## config.mk

```make
export PLATFORM = sky130hd
export DESIGN_NAME = fconv_out_queue
export DESIGN_NICKNAME = d
export VERILOG_FILES = /design/src/fconv_pkg.sv /design/src/fconv_out_queue.sv
export SDC_FILE = /design/constraint.sdc
export NUM_CORES = 1
export LEC_CHECK = 0
export ABC_CLOCK_PERIOD_IN_PS = 20900
export BUFFER_PORTS_ARGS = -buffer_cell sky130_fd_sc_hd__buf_2
export CAP_MARGIN = 20
export CORE_UTILIZATION = 55
export CTS_BUF_LIST = sky130_fd_sc_hd__clkbuf_8 sky130_fd_sc_hd__clkbuf_16
export DETAILED_ROUTE_END_ITERATION = 12
export HOLD_SLACK_MARGIN = 0.08
export PLACE_DENSITY = 0.89
export REMOVE_ABC_BUFFERS = 1
export SLEW_MARGIN = 25
export SYNTH_ARGS = -nofsm -noshare
export SYNTH_HDL_FRONTEND = slang
export SYNTH_SLANG_ARGS = --single-unit
```

## constraint.sdc

```tcl
create_clock -name clk -period 20.9 [get_ports clk]
set_input_delay 2.09 -clock clk [delete_from_list [all_inputs] [get_ports clk]]
set_output_delay 2.09 -clock clk [all_outputs]
set_load 0.005 [all_outputs]
```

## src/fconv_pkg.sv

```systemverilog
// ============================================================================
// fconv_pkg
// Shared widths, register indexes and types for the transposed-form FIR
// convolution block.
// ============================================================================
package fconv_pkg;

    // Field widths fixed by the interface.
    localparam int SAMPLE_W    = 16;
    localparam int COEF_W      = 16;
    localparam int PROD_W      = SAMPLE_W + COEF_W;
    localparam int SUM_W       = 35;
    localparam int VALUE_W     = 34;
    localparam int TAP_CNT_W   = 3;
    localparam int CFG_IDX_W   = 3;
    localparam int CFG_DATA_W  = 16;

    // Default filter length supported by the hardware.
    localparam int DEFAULT_MAX_TAPS = 7;

    // Configuration register indexes.
    localparam logic [CFG_IDX_W-1:0] REG_TAP_COUNT = 3'd0;
    localparam int                   REG_COEF_BASE = 1;

    // Status of the output queue as seen by the pipeline.
    typedef struct packed {
        logic has_word;
        logic can_load;
    } fconv_oq_status_t;

endpackage

```

## src/fconv_out_queue.sv

```systemverilog
// ============================================================================
// fconv_out_queue
// Output queue holding up to MAX_TAPS result words. A normal sample loads a
// single word; an end-of-sequence sample loads the whole tail in one go.
// ============================================================================
module fconv_out_queue #(
    parameter int MAX_TAPS = fconv_pkg::DEFAULT_MAX_TAPS,
    localparam int CNT_W   = $clog2(MAX_TAPS + 1)
) (
    input  logic                         clk,
    input  logic                         rst_n,
    input  logic                         load,
    input  logic [CNT_W-1:0]             load_cnt,
    input  logic [fconv_pkg::VALUE_W-1:0] load_val [MAX_TAPS],
    input  logic                         load_fin [MAX_TAPS],
    input  logic                         out_stall,
    output fconv_pkg::fconv_oq_status_t  status,
    output logic [fconv_pkg::VALUE_W-1:0] value,
    output logic                         final_output
);

    logic [fconv_pkg::VALUE_W-1:0] val_reg [MAX_TAPS];
    logic                          fin_reg [MAX_TAPS];
    logic [CNT_W-1:0]              cnt_reg;
    logic [CNT_W-1:0]              cnt_next;
    logic                          drain;

    // The head word leaves whenever the receiver does not stall.
    assign drain           = (cnt_reg != '0) && !out_stall;
    assign status.has_word = (cnt_reg != '0);
    assign status.can_load = (cnt_reg == '0) || ((cnt_reg == CNT_W'(1)) && drain);

    assign value        = val_reg[0];
    assign final_output = fin_reg[0];

    // Word count: a load replaces whatever has just drained.
    always_comb
    begin
        cnt_next = cnt_reg;
        if (load)
        begin
            cnt_next = load_cnt;
        end
        else if (drain)
        begin
            cnt_next = cnt_reg - CNT_W'(1);
        end
    end

    always_ff @(posedge clk or negedge rst_n)
    begin
        if (!rst_n)
        begin
            cnt_reg <= '0;
        end
        else
        begin
            cnt_reg <= cnt_next;
        end
    end

    // Payload words shift towards the head as they drain.
    always_ff @(posedge clk)
    begin
        if (load)
        begin
            for (int i = 0; i < MAX_TAPS; i++)
            begin
                val_reg[i] <= load_val[i];
                fin_reg[i] <= load_fin[i];
            end
        end
        else if (drain)
        begin
            for (int i = 0; i < MAX_TAPS - 1; i++)
            begin
                val_reg[i] <= val_reg[i + 1];
                fin_reg[i] <= fin_reg[i + 1];
            end
        end
    end

endmodule

```

==> metrics.txt <==
nets=~1,100; first-pass GRT wire length=roughly 28,000 um; worst-margin pin slew=~940 ps; WP data arrival=around 2700 ps; critical path's largest stage delay=between 150 and 200 ps; Fillers=approximately 1,300; Largest register FFs=~240; HPWL after DPL=13,400 um; Req. time, crit path=18,810 ps; initial antenna violation count=7; Hold Buf Count CTS=0; crit-path cells=buf_2 > inv_1 > a21oi_1 > nor2_1 > buf_2; via count=~5,400; Tcrit/Tclk final=0.228; Worst Path Buf+Inv=3; placed instance count=approximately 1,000; setup ws final=between 15,000 and 20,000 ps; final slew viol count=0; endpoints failing hold=0; fmax=approximately 210 MHz; gpl congestion=between 0.7 and 0.8; status=completed; dpl cell area=about 13,000 um2; drt total wl=about 20,000 um; Yosys cell types=19; CP Max Fanout=8; Core ar.=19,700 um2; chip height=around 140 um; RSZ-0062 raised after global routing=false; Buffers on Ports=288; min Tclk post-route=4760 ps; fin area=roughly 13,000 um2; maxcap violations=0; Syn. warnings=0; share of layout cells above drive strength 1=0.660; first-pass iteration count of the detailed router=4; Worst-path clk slew=60 ps; Leakage=roughly 0.0057 uW; post-route core utilization=0.682; post-synth design cell area=11,200 um2; final setup vio count=0; PD cells=a little over 90 nW/um2; vias in the first global route=between 5,000 and 6,000; Starting Density=0.567; number of routed nets with antenna violations=0; Die Span X=145 um; GRT Residual Overflow=0; Std-Cell Rows=51; Via density=4.90; critical path class=in -> out; Worst VDD drop=0.0842 mV; CP endpoint kind=output pin; Inserted Clock Buffers=26; Reg2Reg Setup Slack=about 17,000 ps; # clock sinks=about 250; fin cells=between 1,000 and 1,500; worst-skew pair later-pin latency=510 ps; # IOs=289; largest net degree at the start of global routing=around 210; skew final=around 12 ps; clk buf depth=3; CTS tree=built; post-CTS setup buffer count=0; Post-Syn Area per Cell=22.0 um2; # H-tree levels=1; DRC violations left=0; multi-input combinational cell area=roughly 3300 um2; drt wl/cell=between 15 and 20 um; Tot GR Track Use=0.180; Top cell by count, worst path=buf_2; Top delay family on crit path=buffers and inverters; Post-Synthesis Cells=around 500; Layout area overhead=20.3%; HP Class=reg -> reg; DRT iter0 DRCs=approximately 240; post-cts gate resize count=0; sequential cell area fraction in the yosys report=0.664; slowest cell on the critical path=buf_2; pre-CTS WS=about 16,000 ps; Root Buffer Master=clkbuf_16; setup TNS=0 ps; register area=between 7000 and 8000 um2; #FFs+latches synth=approximately 250; startpoint types=primary input; Worst slew margin=0.374; DIE AREA=20,900 um2
## cells in the mapped netlist (all sizes together)
| cell | count | area, um2 |
|---|---|---|
| buf | 24 | 455 |
| dfrtp | 3 | 75.1 |
| inv | 4 | 15.0 |
| nand3 | 2 | 10.0 |
| nor3 | 1 | 16.3 |
| nand2 | 3 | 11.3 |
| a21oi | 1 | 5.00 |
| edfxtp | 245 | 7360 |
| mux2 | 210 | 3120 |
| nor2 | 2 | 7.51 |
| o21ai | 3 | 15.0 |
| o21bai | 1 | 7.51 |
| nor2b | 4 | 32.5 |
| or4 | 2 | 15.0 |
| ha | 3 | 37.5 |
| mux2i | 1 | 10.0 |
## metal layers
metal / share of wire / vias up / GRT usage
met5: 0 / - / 0
met4: 0.024 / 0 / 0.0748
met3: 0.057 / 35 / 0.0401
met2: 0.55 / 172 / 0.332
met1: 0.37 / 2560 / 0.198
li1: - / 2598 / -
## logic make-up after synthesis
group           count (synthesis)  synth area share
compound gates                  5           0.00246
fa+ha+maj                       3           0.00336
buf+inv                        28            0.0421
flops                         248             0.664
mux                           211             0.279
simple gates                   14           0.00828
## worst paths after layout
path	from	end	cells past startpoint
max	out_stall	status[0]	5
min	val_reg[6][28]	val_reg[5][28]	1
max reg2reg	cnt_reg[0]	val_reg[3][32]	8
min reg2reg	val_reg[6][28]	val_reg[5][28]	1
max in group asynchronous	rst_n	cnt_reg[2]	1
min in group asynchronous	rst_n	cnt_reg[1]	1
## where the power goes
part	switching (uW)	internal (uW)
Combinational	56.7	91.1
Sequential	16.9	617
Clock	179	257
## cell usage in the layout (no fill, tap or decap)
cell type   netlist  final
mux2i_1           1      1
o21ai_0           3      3
diode_2           0      6
buf_16            0      2
nand2_1           3      3
mux2_4          200    200
o21bai_4          0      1
nor3_4            1      1
nor2_1            2      2
buf_2             0    288
clkinvlp_4        0      1
clkbuf_16         0     27
ha_1              3      3
nand3_1           2      2
mux2_2           10     10
a21oi_1           1      1
buf_6             0      1
clkinv_2          0      7
edfxtp_1        245    245
clkinv_1          0      3
or4_1             2      2
nor2b_1           3      3
buf_12           22      2
clkinv_4          0      1
nor2b_4           1      1
dfrtp_1           3      3
inv_1             4      9
bufinv_16         0      2
## area by class of cell
type                    instances  share of cell area
well taps                     265              0.0246
clock buffers                  27              0.0502
multi-input cells             233               0.245
flip-flops and latches        248               0.552
diodes                          6             0.00112
inverters                       4             0.00112
repair buffers                293               0.115
clock inverters                19              0.0105
## metrics by stage
step | total power [uW] | hold slack [ps]
final | 1220 | 541
after global routing | 1260 | 548
after global placement | 784 | 527
after detailed placement | 793 | 534
after CTS | 1230 | 543
after floorplan | 769 | 524
Note: power is estimated with default switching activity, not from simulation.
